$ cat config.mk
export PLATFORM = sky130hd
export DESIGN_NAME = sgpi_queue
export DESIGN_NICKNAME = d
export VERILOG_FILES = /design/src/rtl/sgpi_pkg.sv /design/src/rtl/sgpi_queue.sv
export SDC_FILE = /design/constraint.sdc
export NUM_CORES = 1
export LEC_CHECK = 0
export BUFFER_PORTS_ARGS = -buffer_cell sky130_fd_sc_hd__buf_2
export CORE_UTILIZATION = 40
export DETAILED_ROUTE_END_ITERATION = 8
export GPL_TIMING_DRIVEN = 0
export PLACE_DENSITY = 0.7
export SLEW_MARGIN = 20
export SYNTH_ARGS = -nofsm -noshare
export SYNTH_HDL_FRONTEND = slang
export SYNTH_SLANG_ARGS = --single-unit
$ cat constraint.sdc
create_clock -name clk -period 5.9 [get_ports clk]
set_input_delay 1.18 -clock clk [delete_from_list [all_inputs] [get_ports clk]]
set_output_delay 1.18 -clock clk [all_outputs]
set_load 0.005 [all_outputs]
$ cat src/rtl/sgpi_pkg.sv
// Shared types, constants and arithmetic helpers of the staggered-grid interpolator.
package sgpi_pkg;

  localparam int FRAC_BITS = 16;
  localparam int DW = 32;
  localparam int CW = FRAC_BITS + 4;
  localparam int WW = FRAC_BITS + 5;
  localparam int PXW = 2 * DW + 1;
  localparam int SW = PXW - FRAC_BITS + 1;
  localparam int PW = WW + DW;
  localparam int RW = PW + 2 - FRAC_BITS;
  localparam int QW = WW + RW;

  localparam longint ONE_FX = longint'(1) << FRAC_BITS;
  localparam longint HALF_FX = longint'(1) << (FRAC_BITS - 1);
  localparam longint RC_LIMIT = longint'(4) << FRAC_BITS;

  localparam logic [2:0] ZONE_OUT = 3'd0;
  localparam logic [2:0] ZONE_LL = 3'd1;
  localparam logic [2:0] ZONE_LR = 3'd2;
  localparam logic [2:0] ZONE_UL = 3'd3;
  localparam logic [2:0] ZONE_UR = 3'd4;
  localparam logic [2:0] ZONE_HALO = 3'd5;

  typedef enum logic [1:0] {
    REQ_P_BILIN = 2'd0,
    REQ_P_BARY = 2'd1,
    REQ_U = 2'd2,
    REQ_V = 2'd3
  } req_kind_t;

  typedef enum logic [1:0] {
    ST_OK = 2'd0,
    ST_OUTSIDE = 2'd1,
    ST_UNSUP = 2'd2,
    ST_SAT = 2'd3
  } status_t;

  typedef enum logic [1:0] {
    CFG_CELL_X = 2'd0,
    CFG_CELL_Y = 2'd1,
    CFG_INV_X = 2'd2,
    CFG_INV_Y = 2'd3
  } cfg_idx_t;

  typedef struct packed {
    req_kind_t req_type;
    logic signed [DW-1:0] offset_x;
    logic signed [DW-1:0] offset_y;
    logic signed [DW-1:0] cell_value;
    logic signed [DW-1:0] vertex0_a;
    logic signed [DW-1:0] vertex0_b;
    logic signed [DW-1:0] vertex1_a;
    logic signed [DW-1:0] vertex1_b;
    logic signed [DW-1:0] vertex2_a;
    logic signed [DW-1:0] vertex2_b;
    logic signed [DW-1:0] vertex3_a;
    logic signed [DW-1:0] vertex3_b;
  } in_t;

  typedef struct packed {
    logic signed [DW-1:0] interp_value;
    logic [2:0] zone;
    status_t status;
  } out_t;

  typedef struct packed {
    logic [DW-2:0] cell_size_x;
    logic [DW-2:0] cell_size_y;
    logic [DW-1:0] inv_cell_size_x;
    logic [DW-1:0] inv_cell_size_y;
  } cfg_t;

  typedef struct packed {
    logic bary;
    logic [2:0] zone;
    status_t status;
    logic sat;
    logic signed [CW-1:0] x;
    logic signed [CW-1:0] y;
    logic signed [DW-1:0] p0;
    logic signed [DW-1:0] p1;
    logic signed [DW-1:0] p2;
    logic signed [DW-1:0] p3;
  } job_t;

  typedef struct packed {
    logic hit;
    logic signed [DW-1:0] v;
  } sat_t;

  typedef struct packed {
    logic hit;
    logic signed [CW-1:0] v;
  } clamp_t;

  function automatic sat_t sat_wide(input logic signed [DW+3:0] v);
    sat_t r;
    r.hit = 1'b1;
    if (v > (DW+4)'(64'sh7FFF_FFFF)) begin
      r.v = 32'sh7FFF_FFFF;
    end else if (v < -(DW+4)'(64'sh8000_0000)) begin
      r.v = 32'sh8000_0000;
    end else begin
      r.hit = 1'b0;
      r.v = v[DW-1:0];
    end
    return r;
  endfunction

  function automatic sat_t mirror2(input logic signed [DW-1:0] a, input logic signed [DW-1:0] b);
    logic signed [DW+3:0] t;
    t = ((DW+4)'(a) <<< 1) - (DW+4)'(b);
    return sat_wide(t);
  endfunction

  function automatic sat_t mirror4(input logic signed [DW-1:0] a, input logic signed [DW-1:0] b,
                                   input logic signed [DW-1:0] c, input logic signed [DW-1:0] d);
    logic signed [DW+3:0] t;
    t = ((DW+4)'(a) <<< 2) - (DW+4)'(b) - (DW+4)'(c) - (DW+4)'(d);
    return sat_wide(t);
  endfunction

  function automatic clamp_t clamp_rc(input logic signed [SW-1:0] v);
    clamp_t r;
    r.hit = 1'b1;
    if (v > SW'(RC_LIMIT)) begin
      r.v = CW'(RC_LIMIT);
    end else if (v < -SW'(RC_LIMIT)) begin
      r.v = -CW'(RC_LIMIT);
    end else begin
      r.hit = 1'b0;
      r.v = v[CW-1:0];
    end
    return r;
  endfunction

endpackage

$ cat src/rtl/sgpi_queue.sv
// Short word queue between the front end and the weighting back end.
module sgpi_queue #(
  parameter int DEPTH = 4
) (
  input  logic            clk,
  input  logic            rst,
  input  logic            push,
  input  sgpi_pkg::job_t  push_job,
  output logic            pop,
  output sgpi_pkg::job_t  pop_job,
  output logic            nearly_full
);
  import sgpi_pkg::*;

  localparam int AW = (DEPTH > 1) ? $clog2(DEPTH) : 1;
  localparam int NW = $clog2(DEPTH + 1);

  job_t mem [DEPTH];
  logic [AW-1:0] wr_ptr, rd_ptr;
  logic [NW-1:0] count;

  assign pop = count != '0;
  assign pop_job = mem[rd_ptr];
  assign nearly_full = count > NW'(DEPTH - 3);

  always_ff @(posedge clk) begin
    if (rst) begin
      wr_ptr <= '0;
      rd_ptr <= '0;
      count <= '0;
    end else begin
      if (push) begin
        wr_ptr <= (wr_ptr == AW'(DEPTH - 1)) ? '0 : wr_ptr + 1'b1;
      end
      if (pop) begin
        rd_ptr <= (rd_ptr == AW'(DEPTH - 1)) ? '0 : rd_ptr + 1'b1;
      end
      count <= count + NW'(push) - NW'(pop);
    end
    if (push) begin
      mem[wr_ptr] <= push_job;
    end
  end

endmodule

# Word level (Yosys, flattened, before mapping)
# Memories as Yosys holds them, arrays and structs flattened. A register that Yosys moved wholly into a read port is not among the register bits.
# Index checks and enable logic that the tools add are counted.
[totals]
latch_bits = 0
mem_bits_rw = 700
regBits = 7
mem_count = 1
output_inout_bits = 177
inputBits = 178
word_cells = 18
rom_bits = 0
[mem_list]
columns = ["memory", "words", "width", "rd", "rd_ports_with_merged_regs", "write_ports", "line", "text"]
rows = [
  ["mem", 4, 175, 1, 1, 1, "sgpi_queue.sv:18", "job_t mem [DEPTH];"],
]
[op_classes]
eq_ne = 2
add_sub_neg = 4
shift = 0
n_reduce_logical = 1
mux = 6
multipliers = 0
order_cmp = 1
div = 0
n_bitwise = 0
[op_table]
columns = ["cell", "count"]
rows = [
  ["2-bit two-way mux", 4],
  ["2-bit by 1-bit adder with 2-bit output (second input constant)", 2],
  ["2-bit == test (second input constant)", 2],
  ["3-bit by 1-bit adder with 3-bit output", 1],
  ["3-bit by 1-bit > comparator with 1-bit output (second input constant)", 1],
  ["3-bit nonzero test", 1],
  ["3-bit by 1-bit subtractor with 3-bit output", 1],
  ["1-bit two-way mux", 2],
]

# Longest topological paths before layout
[depth]
ltp_word = 4
ltp_mapped = 8
mapped_depth_nobuf = 8

# Worst setup path after synthesis
# Ideal clock, no wire load.
[synth_path]
kind = "input to register"
from = "in push"
to = "mem mem[0][0] (netlist bit), enable pin"
setup_time_ns = 0.556
cell_stages = 1
arrival_ns = 5.160
required_ns = 5.344
path_slack_ns = 0.184
path_buffers = 0
path_cell_list = "and2_1"
[synth_between]
elab_chain_cells = 2
[synth_lines]
columns = ["item", "line", "text"]
rows = [
  ["start, declared", "sgpi_queue.sv:7", "input logic push,"],
  ["1-bit two-way mux", "sgpi_queue.sv:40", "if (push) begin"],
  ["1-bit two-way mux (not written as such)", "sgpi_queue.sv:41", "mem[wr_ptr] <= push_job;"],
  ["end, declared", "sgpi_queue.sv:18", ""],
]
# Every way passes these cells.

==> flow_metrics.env <==
export IMPL_cts_tree="built"
export IMPL_status="finished, final reports clean"
export IMPL_dp_hpwl_um=33440
export IMPL_routed_via_count=11738
export IMPL_die_h_um=255.7
export IMPL_clock_latency_ns=0.60
export IMPL_leakage_nw=10.57
export IMPL_crit_top_cell="buf_2"
export IMPL_tns_ns=0
export IMPL_synth_warnings=0
export IMPL_max_slew_worst_pin_slew_ns=0.8215
export IMPL_rsz0062_at_grt="false"
export IMPL_hold_violations=0
export IMPL_detail_route_antenna_nets=0
export IMPL_whs_path_depth=2
export IMPL_multi_input_area_um2=4217
export IMPL_rr_worst_depth=5
export IMPL_ios=355
export IMPL_synth_edf_count=700
export IMPL_port_buffers=354
export IMPL_endpoint_kind="output pin"
export IMPL_synth_largest_area_cell="edfxtp_1"
export IMPL_placed_cell_area_um2=29000
export IMPL_area_delta_synth_final_pct=22.09
export IMPL_cp_arrival_ns=2.86
export IMPL_reg2reg_slack_ns=3.57
export IMPL_ys_seq_area_share_pct=82.34
export IMPL_period_minus_slack_ns=4.041
export IMPL_avgViaCountPerCell=5.077
export IMPL_seqCellArea_um2=21200
export IMPL_layout_drive_gt1_share_pct=47.54
export IMPL_synth_most_common_cell="edfxtp_1"
export IMPL_cts_resized=0
export IMPL_root_buffer="clkbuf_16"
export IMPL_initial_utilization_pct=40.67
export IMPL_p_per_area_nw_per_um2=424.6
export IMPL_first_global_vias=12512
export IMPL_syn_area_um2=25750
export IMPL_slew_violations=0
export IMPL_synth_nets=1148
export IMPL_period_share_pct=68.49
export IMPL_intPower_mw=10.02
export IMPL_coreArea_um2=63310
export IMPL_fmax_mhz=247.5
export IMPL_clk_pin_slew_ns=0.06
export IMPL_synth_cell_types=26
export IMPL_drt_first_pass_iters=5
export IMPL_path_cells="clkbuf_1 -> buf_2 -> mux4_2 -> buf_2"
export IMPL_htreeDepth=3
export IMPL_ys_ff_latch=709
export IMPL_rows=92
export IMPL_async_flop_share_pct=0
export IMPL_slowest_stage="clkbuf_1"
export IMPL_ir_drop_uv=288.7
export IMPL_path_max_fanout=10
export IMPL_hold_start="wr_ptr[1]$_SDFFE_PP0P_"
export IMPL_combPwrFrac_pct=21.9
export IMPL_post_synth_cell_area_avg_um2=26.79
export IMPL_grt_max_degree=45
export IMPL_p_switching_mw=3.321
export IMPL_clock_skew_final_ns=0.02966
export IMPL_p_seq_share_pct=43.7
export IMPL_wirelength_um=51850
export IMPL_dieArea_um2=65380
export IMPL_synth_flop_cell="edfxtp_1"
export IMPL_cp_required_ns=4.72
export IMPL_gp_congestion=0.7198
export IMPL_wire_per_inst_um=22.43
export IMPL_cts_sinks=709
export IMPL_clock_path_buffers=3
export IMPL_cts_buffers=75
export IMPL_grt_overflow_total=0
export IMPL_min_path_type="flip-flop to flip-flop"
export IMPL_fin_nets=1595
export IMPL_switching_share_pct=24.88
export IMPL_yosysTopAreaCellShare_pct=81.64
export IMPL_critical_path_class="flip-flop to output pin"
export IMPL_setup_violations=0
export IMPL_synth_commonest_cells="edfxtp_1 (700), mux4_2 (175), buf_6 (17), buf_2 (16), dfxtp_1 (9)"
export IMPL_yosys_top_cells_area="edfxtp_1 (82%), mux4_2 (15%), buf_6 (0.74%)"
export IMPL_r2r_start="wr_ptr[0]$_SDFFE_PP0P_"
export IMPL_fillCellCount=5085
export IMPL_critPathLaunchType="flip-flop"
export IMPL_finalPower_mw=13.35
export IMPL_hold_buffers=0
export IMPL_die_width_um=255.7
export IMPL_final_cell_area_um2=31430
export IMPL_track_usage_pct=15.92
export IMPL_relSlewSlack_pct=45.23
export IMPL_first_iter_violations=877
export IMPL_antenna_found_initial=12
export IMPL_cap_violations=0
export IMPL_drc=0
export IMPL_clockPowerShare_pct=34.4
export IMPL_cts_setup_buffers=0
export IMPL_critPathMaxStageDelay_ns=0.67
export IMPL_grt_pass1_wl_um=77510
export IMPL_syn_inst=961
==> cell usage in the layout, fill, tap and decap left out, drive strengths merged, types with 2 or more instances in the layout <==
master / count
edfxtp: 700
buf: 408
mux4: 175
clkbuf: 92
clkinv: 28
dfxtp: 9
bufinv: 9
inv: 9
ha: 8
and2: 4
a21oi: 3
nor2: 3
clkinvlp: 3
diode: 2
nor2b: 2
==> registers in the layout, indices dropped and copies added, names as in the netlist, named ones only <==
register,cells
rd_ptr,2
mem,700
count,3
wr_ptr,2
==> power by group through the flow <==
| stage | logic, mW | registers [mW] | clock network, mW |
|---|---|---|---|
| after global routing | 3.16 | 5.85 | 4.88 |
| after detailed placement | 3.00 | 5.93 | 0 |
| after CTS | 3.02 | 5.83 | 4.71 |
| after global placement | 2.95 | 5.99 | 0 |
| final | 2.92 | 5.83 | 4.59 |
| after floorplan | 1.75 | 5.94 | 0 |
==> worst paths after layout <==
kind                                  to
hold / removal    wr_ptr[1]$_SDFFE_PP0P_
setup reg to reg   mem[3][128]$_DFFE_PP_
setup / recovery             pop_job[59]
hold reg to reg   wr_ptr[1]$_SDFFE_PP0P_
==> worst max-delay path: cells and delay by family, from the launching register on <==
kind     cells  cell delay [ns]
buf+inv      3             1.34
flops        1             0.52
mux          1             0.38
==> stage by stage <==
step	utilization, %	hold slack, ns	setup slack (ns)	cells
floorplan	-	0.4847	0.1840	961
global placement	45.14	0.5096	-3.570	2161
detailed placement	45.80	0.5505	2.340	2177
CTS	49.64	0.5609	1.665	2310
global route	49.64	0.5761	1.617	2311
finish	49.65	0.5692	1.859	2312
==> routing by layer <==
layer | vias to the layer above | GRT usage [%] | part of all wire (%)
met5 | - | 0 | 0.21
met4 | 20 | 4.857 | 2.3
met3 | 95 | 5.229 | 7.1
met2 | 337 | 26.37 | 50
met1 | 6182 | 19.90 | 40
li1 | 5104 | - | -
==> layout make-up <==
class	count	area share, %
Inverter	7	0.08359
Clock inverter	42	1.572
Antenna cell	2	0.01592
Sequential cell	709	67.45
Clock buffer	91	6.162
Tap cell	846	3.368
Multi-Input combinational cell	206	13.41
Buffer	39	0.9951
Timing Repair Buffer	370	6.942
==> logic make-up (layout without fill, tap and decap cells) <==
| logic type | Yosys count | count (layout) | synth area share [%] |
|---|---|---|---|
| muxes | 177 | 177 | 15.39 |
| xor gates and xnor gates | 1 | 1 | 0.03402 |
| and+or+nand+nor | 15 | 15 | 0.3596 |
| AOI/OAI and AO/OA | 4 | 4 | 0.08747 |
| other | 0 | 2 | 0 |
| buffers and inverters | 46 | 549 | 1.317 |
| DFF | 709 | 709 | 82.34 |
| adders and majority gates | 9 | 9 | 0.4666 |
No activity file was read; power rests on OpenSTA's default activity.
